==> src/tcr_pkg.sv <==
// shared types, constants and helper functions for the cell to rectangle block
package tcr_pkg;

  localparam logic [31:0] DefaultFg = 32'hFFE0E0E0;
  localparam logic [31:0] DefaultBg = 32'hFF101014;
  localparam int QueueDepth = 2;
  localparam int MaxCmds = 9;
  localparam int CmdIdxW = $clog2(MaxCmds + 1);

  typedef enum logic [0:0] {
    CFG_CELL_WIDTH  = 1'b0,
    CFG_CELL_HEIGHT = 1'b1
  } cfg_index_t;

  typedef enum logic [0:0] {
    SHAPE_RECT  = 1'b0,
    SHAPE_GLYPH = 1'b1
  } shape_t;

  typedef enum logic [3:0] {
    KIND_BLANK,
    KIND_FULL,
    KIND_UPPER,
    KIND_LOWER,
    KIND_LEFT_HALF,
    KIND_RIGHT_HALF,
    KIND_SHADE_LIGHT,
    KIND_SHADE_MED,
    KIND_SHADE_DARK,
    KIND_EIGHTHS,
    KIND_BOX,
    KIND_GLYPH
  } kind_t;

  typedef struct packed {
    logic [20:0] code_point;
    logic [31:0] fg_color;
    logic [31:0] bg_argb;
    logic        reverse_flag;
    logic        bold_flag;
    logic        invert_cursor;
    logic [11:0] cell_x;
    logic [11:0] cell_y;
  } cell_in_t;

  typedef struct packed {
    logic        shape_kind;
    logic [12:0] left;
    logic [12:0] top;
    logic [12:0] right;
    logic [12:0] bottom;
    logic [23:0] fill_rgb;
    logic [20:0] glyph_code;
    logic        last_item;
  } cmd_out_t;

  // classified cell handed from the front part to the back part
  typedef struct packed {
    kind_t       kind;
    logic [4:0]  box;
    logic [3:0]  eighths;
    logic        need_bg;
    logic [23:0] fg;
    logic [23:0] bg;
    logic [20:0] code_point;
    logic [11:0] x;
    logic [11:0] y;
  } job_t;

  function automatic logic [7:0] chan_scale(input logic [7:0] c, input logic [2:0] num,
                                            input logic [1:0] sh);
    logic [10:0] p;
    logic [10:0] v;
    begin
      p = 11'(c) * 11'(num);
      v = p >> sh;
      chan_scale = (v > 11'd255) ? 8'd255 : v[7:0];
    end
  endfunction

  function automatic logic [23:0] color_scale(input logic [23:0] c, input logic [2:0] num,
                                              input logic [1:0] sh);
    color_scale = {chan_scale(c[23:16], num, sh), chan_scale(c[15:8], num, sh),
                   chan_scale(c[7:0], num, sh)};
  endfunction

  // bit0 up, bit1 down, bit2 left, bit3 right, bit4 double
  function automatic logic [4:0] box_bits(input logic [20:0] cp);
    unique case (cp)
      21'h2500: box_bits = 5'h0C;
      21'h2502: box_bits = 5'h03;
      21'h250C: box_bits = 5'h09;
      21'h2510: box_bits = 5'h05;
      21'h2514: box_bits = 5'h0A;
      21'h2518: box_bits = 5'h06;
      21'h251C: box_bits = 5'h0B;
      21'h2524: box_bits = 5'h07;
      21'h252C: box_bits = 5'h0E;
      21'h2534: box_bits = 5'h0D;
      21'h253C: box_bits = 5'h0F;
      21'h2550: box_bits = 5'h1C;
      21'h2551: box_bits = 5'h13;
      21'h2554: box_bits = 5'h19;
      21'h2557: box_bits = 5'h15;
      21'h255A: box_bits = 5'h1A;
      21'h255D: box_bits = 5'h16;
      21'h2560: box_bits = 5'h1B;
      21'h2563: box_bits = 5'h17;
      21'h2566: box_bits = 5'h1E;
      21'h2569: box_bits = 5'h1D;
      21'h256C: box_bits = 5'h1F;
      default:  box_bits = 5'h00;
    endcase
  endfunction

endpackage

==> src/tcr_front.sv <==
// front part: resolves colors and classifies the cell into a job
module tcr_front (
  input  logic              clk,
  input  logic              rst,
  input  logic              take,
  input  tcr_pkg::cell_in_t cell_data,
  input  logic              pop,
  output logic              full,
  output logic              job_valid,
  output tcr_pkg::job_t     job
);

  tcr_pkg::job_t job_new;
  tcr_pkg::job_t slots [tcr_pkg::QueueDepth];
  logic          wr_ptr;
  logic          rd_ptr;
  logic [1:0]    count;
  logic [31:0]   fg_r;
  logic [31:0]   bg_r;
  logic [31:0]   fg_s;
  logic [31:0]   bg_s;
  logic          swapped;
  logic [20:0]   cp;

  always_comb begin
    cp = cell_data.code_point;
    fg_r = (cell_data.fg_color == '0) ? tcr_pkg::DefaultFg : cell_data.fg_color;
    bg_r = (cell_data.bg_argb == '0) ? tcr_pkg::DefaultBg : cell_data.bg_argb;
    swapped = cell_data.reverse_flag | cell_data.invert_cursor;
    fg_s = swapped ? bg_r : fg_r;
    bg_s = swapped ? fg_r : bg_r;
    job_new.need_bg = (bg_s != tcr_pkg::DefaultBg) | swapped;
    job_new.bg = bg_s[23:0];
    job_new.fg = cell_data.bold_flag ? tcr_pkg::color_scale(fg_s[23:0], 3'd5, 2'd2)
                                     : fg_s[23:0];
    job_new.code_point = cp;
    job_new.x = cell_data.cell_x;
    job_new.y = cell_data.cell_y;
    job_new.box = tcr_pkg::box_bits(cp);
    job_new.eighths = 4'(21'h258F - cp + 21'd1);
    if (cp == 21'd0 || cp == 21'd32) job_new.kind = tcr_pkg::KIND_BLANK;
    else if (cp == 21'h2588) job_new.kind = tcr_pkg::KIND_FULL;
    else if (cp == 21'h2580) job_new.kind = tcr_pkg::KIND_UPPER;
    else if (cp == 21'h2584) job_new.kind = tcr_pkg::KIND_LOWER;
    else if (cp == 21'h258C) job_new.kind = tcr_pkg::KIND_LEFT_HALF;
    else if (cp == 21'h2590) job_new.kind = tcr_pkg::KIND_RIGHT_HALF;
    else if (cp == 21'h2591) job_new.kind = tcr_pkg::KIND_SHADE_LIGHT;
    else if (cp == 21'h2592) job_new.kind = tcr_pkg::KIND_SHADE_MED;
    else if (cp == 21'h2593) job_new.kind = tcr_pkg::KIND_SHADE_DARK;
    else if (cp >= 21'h2589 && cp <= 21'h258F) job_new.kind = tcr_pkg::KIND_EIGHTHS;
    else if (cp >= 21'h2500 && cp <= 21'h256C) job_new.kind = tcr_pkg::KIND_BOX;
    else job_new.kind = tcr_pkg::KIND_GLYPH;
  end

  always_ff @(posedge clk) begin
    if (take) slots[wr_ptr] <= job_new;
  end

  always_ff @(posedge clk) begin
    if (rst) begin
      wr_ptr <= 1'b0;
      rd_ptr <= 1'b0;
      count  <= '0;
    end else begin
      if (take) wr_ptr <= ~wr_ptr;
      if (pop) rd_ptr <= ~rd_ptr;
      count <= count + 2'(take) - 2'(pop);
    end
  end

  assign full      = (count == 2'(tcr_pkg::QueueDepth));
  assign job_valid = (count != '0);
  assign job       = slots[rd_ptr];

endmodule

==> src/tcr_back.sv <==
// back part: walks the command list of one job, one command per cycle
module tcr_back (
  input  logic               clk,
  input  logic               rst,
  input  logic [6:0]         cell_width,
  input  logic [6:0]         cell_height,
  input  logic               job_valid,
  input  tcr_pkg::job_t      job,
  output logic               pop,
  output logic               cmd_valid,
  output tcr_pkg::cmd_out_t  cmd
);

  // candidate command slots: bg, main, then 8 strokes
  logic [9:0]        cand_ok;
  tcr_pkg::cmd_out_t cand [10];
  tcr_pkg::cmd_out_t cmd_next;
  logic [3:0]        idx;
  logic [9:0]        remain;
  logic [3:0]        sel;
  logic              found;
  logic              more;

  logic signed [14:0] x0, y0, x1, y1, cx, cy, hx, hy, ex;
  logic [9:0]         ew_p;
  logic [6:0]         ew;
  logic [23:0]        fg;

  function automatic tcr_pkg::cmd_out_t mk(input logic signed [14:0] l, input logic signed [14:0] t,
                                           input logic signed [14:0] r,
                                           input logic signed [14:0] b, input logic [23:0] c);
    mk.shape_kind = tcr_pkg::SHAPE_RECT;
    mk.left = l[12:0];
    mk.top = t[12:0];
    mk.right = r[12:0];
    mk.bottom = b[12:0];
    mk.fill_rgb = c;
    mk.glyph_code = '0;
    mk.last_item = 1'b0;
  endfunction

  function automatic logic ok(input logic signed [14:0] l, input logic signed [14:0] t,
                              input logic signed [14:0] r, input logic signed [14:0] b);
    ok = (r >= l) && (b >= t);
  endfunction

  always_comb begin
    fg = job.fg;
    x0 = 15'(job.x);
    y0 = 15'(job.y);
    x1 = x0 + 15'(cell_width) - 15'sd1;
    y1 = y0 + 15'(cell_height) - 15'sd1;
    hx = x0 + 15'(cell_width >> 1);
    hy = y0 + 15'(cell_height >> 1);
    cx = hx;
    cy = hy;
    ew_p = 10'(cell_width) * 10'(job.eighths);
    ew = ew_p[9:3];
    ex = x0 + 15'(ew) - 15'sd1;
    for (int i = 0; i < 10; i++) begin
      cand[i] = mk(x0, y0, x1, y1, fg);
      cand_ok[i] = 1'b0;
    end
    cand[0] = mk(x0, y0, x1, y1, job.bg);
    cand_ok[0] = job.need_bg && ok(x0, y0, x1, y1);
    unique case (job.kind)
      tcr_pkg::KIND_BLANK: ;
      tcr_pkg::KIND_FULL: cand_ok[1] = ok(x0, y0, x1, y1);
      tcr_pkg::KIND_UPPER: begin
        cand[1] = mk(x0, y0, x1, hy - 15'sd1, fg);
        cand_ok[1] = ok(x0, y0, x1, hy - 15'sd1);
      end
      tcr_pkg::KIND_LOWER: begin
        cand[1] = mk(x0, hy, x1, y1, fg);
        cand_ok[1] = ok(x0, hy, x1, y1);
      end
      tcr_pkg::KIND_LEFT_HALF: begin
        cand[1] = mk(x0, y0, hx - 15'sd1, y1, fg);
        cand_ok[1] = ok(x0, y0, hx - 15'sd1, y1);
      end
      tcr_pkg::KIND_RIGHT_HALF: begin
        cand[1] = mk(hx, y0, x1, y1, fg);
        cand_ok[1] = ok(hx, y0, x1, y1);
      end
      tcr_pkg::KIND_SHADE_LIGHT: begin
        cand[1] = mk(x0, y0, x1, y1, tcr_pkg::color_scale(fg, 3'd1, 2'd2));
        cand_ok[1] = ok(x0, y0, x1, y1);
      end
      tcr_pkg::KIND_SHADE_MED: begin
        cand[1] = mk(x0, y0, x1, y1, tcr_pkg::color_scale(fg, 3'd1, 2'd1));
        cand_ok[1] = ok(x0, y0, x1, y1);
      end
      tcr_pkg::KIND_SHADE_DARK: begin
        cand[1] = mk(x0, y0, x1, y1, tcr_pkg::color_scale(fg, 3'd3, 2'd2));
        cand_ok[1] = ok(x0, y0, x1, y1);
      end
      tcr_pkg::KIND_EIGHTHS: begin
        cand[1] = mk(x0, y0, ex, y1, fg);
        cand_ok[1] = (ew != '0) && ok(x0, y0, ex, y1);
      end
      tcr_pkg::KIND_BOX: begin
        if (job.box[4]) begin
          cand[2] = mk(x0, cy - 15'sd2, cx, cy - 15'sd2, fg);
          cand[3] = mk(x0, cy + 15'sd1, cx, cy + 15'sd1, fg);
          cand[4] = mk(cx, cy - 15'sd2, x1, cy - 15'sd2, fg);
          cand[5] = mk(cx, cy + 15'sd1, x1, cy + 15'sd1, fg);
          cand[6] = mk(cx - 15'sd2, y0, cx - 15'sd2, cy, fg);
          cand[7] = mk(cx + 15'sd1, y0, cx + 15'sd1, cy, fg);
          cand[8] = mk(cx - 15'sd2, cy, cx - 15'sd2, y1, fg);
          cand[9] = mk(cx + 15'sd1, cy, cx + 15'sd1, y1, fg);
          cand_ok[2] = job.box[2] && ok(x0, cy, cx, cy);
          cand_ok[3] = cand_ok[2];
          cand_ok[4] = job.box[3] && ok(cx, cy, x1, cy);
          cand_ok[5] = cand_ok[4];
          cand_ok[6] = job.box[0] && ok(cx, y0, cx, cy);
          cand_ok[7] = cand_ok[6];
          cand_ok[8] = job.box[1] && ok(cx, cy, cx, y1);
          cand_ok[9] = cand_ok[8];
        end else begin
          cand[2] = mk(x0, cy - 15'sd1, cx, cy, fg);
          cand[4] = mk(cx, cy - 15'sd1, x1, cy, fg);
          cand[6] = mk(cx - 15'sd1, y0, cx, cy, fg);
          cand[8] = mk(cx - 15'sd1, cy, cx, y1, fg);
          cand_ok[2] = job.box[2] && ok(x0, cy, cx, cy);
          cand_ok[4] = job.box[3] && ok(cx, cy, x1, cy);
          cand_ok[6] = job.box[0] && ok(cx, y0, cx, cy);
          cand_ok[8] = job.box[1] && ok(cx, cy, cx, y1);
        end
      end
      tcr_pkg::KIND_GLYPH: begin
        cand[1].shape_kind = tcr_pkg::SHAPE_GLYPH;
        cand[1].left = 13'(job.x);
        cand[1].top = 13'(job.y);
        cand[1].right = '0;
        cand[1].bottom = '0;
        cand[1].glyph_code = job.code_point;
        cand_ok[1] = 1'b1;
      end
      default: ;
    endcase
  end

  // pick first pending slot at or after idx
  always_comb begin
    remain = '0;
    for (int i = 0; i < 10; i++) remain[i] = cand_ok[i] && (4'(i) >= idx);
    sel = '0;
    found = 1'b0;
    for (int i = 9; i >= 0; i--) begin
      if (remain[i]) begin
        sel = 4'(i);
        found = 1'b1;
      end
    end
    more = 1'b0;
    for (int i = 0; i < 10; i++) if (remain[i] && 4'(i) > sel) more = 1'b1;
    pop = job_valid && !more;
    cmd_next = cand[sel];
    cmd_next.last_item = !more;
  end

  always_ff @(posedge clk) begin
    if (rst) begin
      idx <= '0;
      cmd_valid <= 1'b0;
    end else begin
      cmd_valid <= job_valid && found;
      if (job_valid) idx <= more ? sel + 4'd1 : '0;
    end
  end

  always_ff @(posedge clk) begin
    cmd <= cmd_next;
  end

endmodule

==> src/terminal_cell_to_rect_commands.sv <==
// top level: terminal cell to draw command converter
// usage:
//   cells enter on start/cell_data, taken at an edge where start is high and busy low.
//   commands leave on cmd with cmd_valid high for one cycle each; the receiver
//   cannot stall, so every command is a transfer in the cycle it is shown.
//   last_item marks the final command of a cell; a blank cell on the default
//   background gives no command at all.
//   a front stage resolves colors and classifies the cell into a two-entry
//   job queue; the back stage sends one command per cycle from the head job.
//   a cell gives up to 9 commands, all sent by the single command output of the
//   back stage, which registers each command before it is shown on cmd.
//   busy rises when the job queue is full.
//   reset (rst, synchronous) empties the queue and sets cell size to 8 by 9.
//   cfg_we/cfg_index/cfg_data write cell_width (0) and cell_height (1) while idle;
//   the user must keep to this, as the block itself leaves it unchecked.
module terminal_cell_to_rect_commands (
  input  logic              clk,
  input  logic              rst,
  input  logic              start,
  output logic              busy,
  input  tcr_pkg::cell_in_t cell_data,
  input  logic              cfg_we,
  input  logic              cfg_index,
  input  logic [6:0]        cfg_data,
  output logic              cmd_valid,
  output tcr_pkg::cmd_out_t cmd
);

  logic [6:0]    cell_width;
  logic [6:0]    cell_height;
  logic          take;
  logic          pop;
  logic          job_valid;
  tcr_pkg::job_t job;

  always_ff @(posedge clk) begin
    if (rst) begin
      cell_width  <= 7'd8;
      cell_height <= 7'd9;
    end else if (cfg_we) begin
      unique case (tcr_pkg::cfg_index_t'(cfg_index))
        tcr_pkg::CFG_CELL_WIDTH:  cell_width  <= cfg_data;
        tcr_pkg::CFG_CELL_HEIGHT: cell_height <= cfg_data;
        default: ;
      endcase
    end
  end

  assign take = start && !busy;

  tcr_front u_front (
    .clk(clk), .rst(rst), .take(take), .cell_data(cell_data), .pop(pop),
    .full(busy), .job_valid(job_valid), .job(job)
  );

  tcr_back u_back (
    .clk(clk), .rst(rst), .cell_width(cell_width), .cell_height(cell_height),
    .job_valid(job_valid), .job(job), .pop(pop), .cmd_valid(cmd_valid), .cmd(cmd)
  );

  a_pop_needs_job: assert property (@(posedge clk) disable iff (rst) pop |-> job_valid)
    else $error("job popped from empty queue");
  a_no_cmd_after_reset: assert property (@(posedge clk) rst |=> !cmd_valid)
    else $error("command after reset");
  a_busy_blocks: assert property (@(posedge clk) disable iff (rst)
    (busy && !pop) |=> busy)
    else $error("queue drained without pop");

endmodule

==> config.mk <==
export PLATFORM = sky130hd
export DESIGN_NAME = terminal_cell_to_rect_commands
export DESIGN_NICKNAME = d
export VERILOG_FILES = /design/src/tcr_pkg.sv /design/src/tcr_front.sv /design/src/tcr_back.sv /design/src/terminal_cell_to_rect_commands.sv
export SDC_FILE = /design/constraint.sdc
export NUM_CORES = 1
export LEC_CHECK = 0
export BUFFER_PORTS_ARGS = -buffer_cell sky130_fd_sc_hd__buf_4
export CORE_MARGIN = 1
export CORE_UTILIZATION = 45
export CTS_BUF_LIST = sky130_fd_sc_hd__clkbuf_4 sky130_fd_sc_hd__clkbuf_8
export DETAILED_ROUTE_END_ITERATION = 8
export GPL_TIMING_DRIVEN = 1
export PLACE_DENSITY = 0.61
export SYNTH_ARGS = -nofsm -noshare
export SYNTH_HDL_FRONTEND = slang
export SYNTH_HIERARCHICAL = 1
export SYNTH_SLANG_ARGS = --single-unit
==> constraint.sdc <==
create_clock -name clk -period 10.23 [get_ports clk]
set_input_delay 1.5345 -clock clk [delete_from_list [all_inputs] [get_ports clk]]
set_output_delay 1.5345 -clock clk [all_outputs]
set_load 0.02 [all_outputs]
[Word level (Yosys, flattened, before mapping)]
Memories as Yosys holds them, arrays and structs flattened. A register that Yosys moved wholly into a read port is not among the register bits.
Index checks and enable logic that the tools add are counted.
Cells by class
  multiply operators: 7
  bitwise gates (word level): 6
  $lt $le $gt $ge: 48
  equality and inequality tests: 44
  muxes and demuxes: 85
  add/subtract/negate cells: 19
  reduce and logical (&&, ||, !) cells: 52
Operators by type and width (number)
  two-way mux 778 bit: 1
  equality test 21 x 14 -> 1 bit (second input constant): 30
  two-way mux 98 bit: 5
  binary-select mux 99 bit (select 4 bit): 1
  one-hot mux 53 bit (6 select lines): 1
  two-way mux 85 bit: 3
  two-way mux 99 bit: 2
  one-hot mux 5 bit (22 select lines): 1
  two-way mux 8 bit: 13
  two-way mux 32 bit: 3
  two-way mux 4 bit: 21
  >= comparator 15 x 13 -> 1 bit: 5
  one-hot mux 24 bit (3 select lines): 1
  logical NOT 32 bit: 2
  two-way mux 24 bit: 2
  subtractor 15 x 1 -> 15 bit (second input constant): 3
  >= comparator 21 x 14 -> 1 bit (second input constant): 2
  less-or-equal comparator 21 x 14 -> 1 bit (second input constant): 2
  logical AND 1 bit: 41
  adder 12 x 7 -> 13 bit: 3
  multiplier 8 x 3 -> 11 bit (second input constant): 3
  inequality test 32 bit (second input constant): 1
  >= comparator 15 bit: 2
  multiplier 8 x 2 -> 10 bit (second input constant): 3
  other kinds (46): 110
Storage, ports and cells
  memory bits (writable): 214
  register bits after elaboration: 122
  memories kept: 1
  logic and storage cells: 277
  bits of input ports: 124
Memory list
  u_front.slots: words 2, bits a word 107, rd ports 1, clocked after Yosys merged registers in 1, write ports 1, RTL line tcr_front.sv:14  | tcr_pkg::job_t slots [tcr_pkg::QueueDepth];

[Longest topological paths before layout]
  depth in word-level cells: 34
  gate-level depth with buffers: 52
  gate-level depth less buffers: 46

[Modules after synthesis]
Netlist, hierarchy kept.
Modules (own cells, without submodules)
  tcr_back: instances 1, cells each 2112, area an instance 15756.4 um^2
  tcr_front: instances 1, cells each 856, area an instance 11009.3 um^2
  terminal_cell_to_rect_commands: instances 1, cells each 58, area an instance 604.3 um^2

[Worst setup path after synthesis]
OpenSTA, ideal clock, no wires.
  path kind: reg-to-reg
  start point: register with a tool-made name
  end point: register u_front.count[1]
  slack: 506 ps
  library setup time: 115 ps
  arrival time: 9610 ps
  period minus slack after synthesis: 9724 ps
  required time: 10115 ps
  buffers on the path: 6
  cell stages (with the launch flop): 50
  cells stage by stage: dfxtp_1 -> clkbuf_1 -> clkbuf_1 -> clkbuf_1 -> mux2_2 -> nand2_1 -> fa_1 -> fa_1 -> inv_1 -> ha_1 -> nor2b_1 -> o31a_1 -> o21a_1 -> o21a_1 -> or2_2 -> ha_1 -> inv_1 -> ha_1 -> [... 14 more ...] -> buf_2 -> buf_2 -> ha_1 -> nor2_1 -> nand2_1 -> o21ai_0 -> a21oi_1 -> a21o_1 -> o221a_2 -> a22oi_1 -> nand2_1 -> and2_1 -> ha_1 -> inv_1 -> ha_1 -> xor2_1 -> xnor2_1 -> nor2_1
RTL lines
  end signal, assigned: RTL line tcr_front.sv:67  | count <= count + 2'(take) - 2'(pop);
  end, declared: RTL line tcr_front.sv:17  | logic [1:0] count;

==> impl_metrics.json <==
{
  "status": "finished, final reports clean",
  "skew_ns": 0.0244,
  "wirelength_mm": 96.7,
  "placementRows": 90,
  "die_area_mm2": 0.0618,
  "grt_pass1_vias": 24000,
  "max_stage_delay_ns": 0.55,
  "cts_resized": 0,
  "ir_drop_v": 0.000289,
  "final_hold_viol_count": 0,
  "mostFrequentLayoutCell": "buf_4",
  "pin_count": 225,
  "clock-sinks": 335,
  "die_w_um": 249,
  "fin_setup_tns_ns": 0,
  "yosysUniqueCellTypes": 117,
  "slew_violations": 0,
  "synthToLayoutAreaGrowth_pct": 13.9,
  "post_cts_buffers": 0,
  "cp_data_required_time_ns": 10.78,
  "ant_nets": 0,
  "crit_path_start_kind": "flip-flop",
  "via_per_inst": 6.18,
  "vias": 25000,
  "crit_slowest_cell": "fa_1",
  "ys_ff_latch": 335,
  "synthesis.area_mm2": 0.0274,
  "core_area_mm2": 0.0602,
  "clk_latency_ns": 0.68,
  "hold_class": "flip-flop to flip-flop",
  "ys.flop_type": "edfxtp_1",
  "dp_hpwl_mm": 72.9,
  "worst_pin_slew_ns": 1.18,
  "rsz0062_at_grt": "false",
  "final_cell_mix": "287 x buf_4, 256 x nand2_1, 251 x ha_1",
  "wire_per_inst_um": 23.9,
  "finalNetCount": 3612,
  "avgSynthCellArea_um2": 9.04,
  "synth-edff-count": 212,
  "crit_fanout": 8,
  "cts.clk_slew.worst_paths_ns": 0.06,
  "crit_type": "flip-flop to flip-flop",
  "place.port_buffers": 224,
  "fin_util": 0.517,
  "max_cap_violations": 0,
  "place_congestion": 1.02,
  "period_share": 0.908,
  "finalCriticalPeriod_ns": 9.29,
  "clock_path_buffers": 3,
  "first_iter_violations": 2512,
  "clock-root-buffer": "clkbuf_8",
  "cts_tree": "yes",
  "synthCells": 3026,
  "grt_first_pass_wirelength_mm": 146,
  "dieHeight_um": 249,
  "synth_nets": 3422,
  "numCtsBuffers": 57,
  "finalPower_w": 0.0100,
  "drive_gt1_frac": 0.177,
  "yosys_warnings": 6,
  "initial_utilization": 0.454,
  "ys_async_sr_fraction": 0,
  "crit_top_cell": "ha_1",
  "overflow": 0,
  "setup_viol": 0,
  "critPathCaptureType": "flip-flop",
  "fmax_ghz": 0.108,
  "antenna_found_initial": 3,
  "slew_headroom": 0.208,
  "grt_start_max_net_pins": 75,
  "power_density_mw_per_mm2": 322,
  "h-tree-depth": 2,
  "p_leak_nw": 12.8,
  "pre_cts_ws_ns": 1.09,
  "hold_slack_ns": 0.550,
  "crit_arrival_ns": 9.84,
  "ctsHoldBuffers": 0,
  "drt-pass1-iter-count": 6,
  "ys_seq_area_frac": 0.323,
  "drc_errors": 0,
  "grt_usage": 0.304,
  "setup_ws_ns": 0.940
}
[where the power goes]
| group | leakage, nW | internal (W) | switching [W] |
|---|---|---|---|
| sequential | 3.00 | 0.00181 | 0.0000984 |
| clock | 0.681 | 0.000761 | 0.000591 |
| combinational | 9.15 | 0.00251 | 0.00426 |
[worst max-delay path, delay by kind of cell, from the launching register on]
family | cells | cell delay [ns]
buffers and inverters | 3 | 0.17
and+or+nand+nor | 8 | 0.94
xor gates and xnor gates | 4 | 0.74
muxes | 1 | 0.40
DFF | 1 | 0.37
AOI/OAI and AO/OA | 16 | 3.47
adders and majority gates | 9 | 3.08
[synthesized netlist by cell type, types with 16 or more instances]
| library cell | n | area (µm²) |
|---|---|---|
| nand2_1 | 256 | 961 |
| xnor2_1 | 111 | 972 |
| a31oi_1 | 45 | 282 |
| nor2_1 | 221 | 830 |
| a22oi_1 | 28 | 210 |
| a211oi_1 | 37 | 278 |
| dfxtp_1 | 123 | 2460 |
| a2bb2oi_1 | 23 | 201 |
| ha_1 | 251 | 3140 |
| nand2b_1 | 46 | 288 |
| edfxtp_1 | 212 | 6370 |
| o21ai_0 | 173 | 866 |
| nor2b_1 | 40 | 250 |
| a21o_1 | 42 | 315 |
| a222oi_1 | 20 | 200 |
| buf_2 | 30 | 150 |
| mux2_2 | 113 | 1270 |
| a21oi_1 | 159 | 796 |
| a221oi_1 | 23 | 201 |
| nor4_1 | 27 | 169 |
| and3_1 | 25 | 156 |
| nor3_1 | 50 | 250 |
| clkbuf_1 | 102 | 383 |
| nand3_1 | 80 | 400 |
| or3_1 | 16 | 100 |
| buf_1 | 16 | 60.1 |
| xor2_1 | 49 | 429 |
| o21a_1 | 31 | 233 |
| inv_1 | 164 | 616 |
| o211ai_1 | 37 | 278 |
| and2_1 | 49 | 307 |
| o22ai_1 | 29 | 181 |
| nand4_1 | 29 | 181 |
| fa_1 | 21 | 420 |
| mux2i_1 | 49 | 490 |
[state kept, by name, indices dropped and copies added, names as in the netlist, named ones only]
| name | cells |
|---|---|
| u_back/idx | 4 |
| u_front/slots | 212 |
| u_front/rd_ptr | 1 |
| cell_height | 7 |
| u_back/cmd_valid | 1 |
| u_front/count | 2 |
| u_front/wr_ptr | 1 |
| cell_width | 7 |
| u_back/cmd | 99 |
[metrics by stage]
| stage | instances | instance area (µm²) |
|---|---|---|
| 2_1_floorplan | 3026 | 27400 |
| 3_3_place_gp | 3939 | 29900 |
| 3_5_place_dp | 3939 | 29900 |
| 4_1_cts | 4047 | 31200 |
| 5_1_grt | 4048 | 31200 |
| 6_report | 4048 | 31200 |
[per-layer routing]
layer	up-vias	share of wire	global-route usage
met5	-	0.000093	0
met4	2	0.042	0.125
met3	220	0.077	0.0524
met2	1146	0.45	0.486
met1	12000	0.43	0.407
li1	11700	-	-
[worst paths after layout]
kind	from	to	slack, ns	cells after the start
worst min-delay path	u_front/rd_ptr$_SDFFE_PP0P_	u_front/rd_ptr$_SDFFE_PP0P_	0.55	2
worst max register to register	flip-flop	u_front/count[1]$_SDFF_PP0_	0.94	41
worst max-delay path	flip-flop	u_front/count[1]$_SDFF_PP0_	0.94	41
worst min register to register	u_front/rd_ptr$_SDFFE_PP0P_	u_front/rd_ptr$_SDFFE_PP0P_	0.55	2
[kinds of logic (layout without fill, tap and decap cells)]
kind of cell | Yosys count | after routing | synth area share
adder cells (fa/ha/maj) | 273 | 273 | 0.130
other | 0 | 1 | 0
multiplexers | 165 | 165 | 0.0661
buffers and inverters | 329 | 568 | 0.0483
AND/OR/NAND/NOR | 912 | 912 | 0.165
XOR/XNOR | 161 | 161 | 0.0518
AO/OA/AOI/OAI | 851 | 851 | 0.216
flip-flops | 335 | 335 | 0.323
[cell type report]
cell class / instances / area [µm²]
well taps: 782 / 978
clock inverters: 29 / 277
inverters: 173 / 649
fillers: 5673 / 29100
multi-input cells: 2362 / 17200
diodes: 1 / 2.50
flip-flops and latches: 335 / 8830
repair buffers: 287 / 2150
clock buffers: 79 / 1020
(Power assumes the default switching activity.)
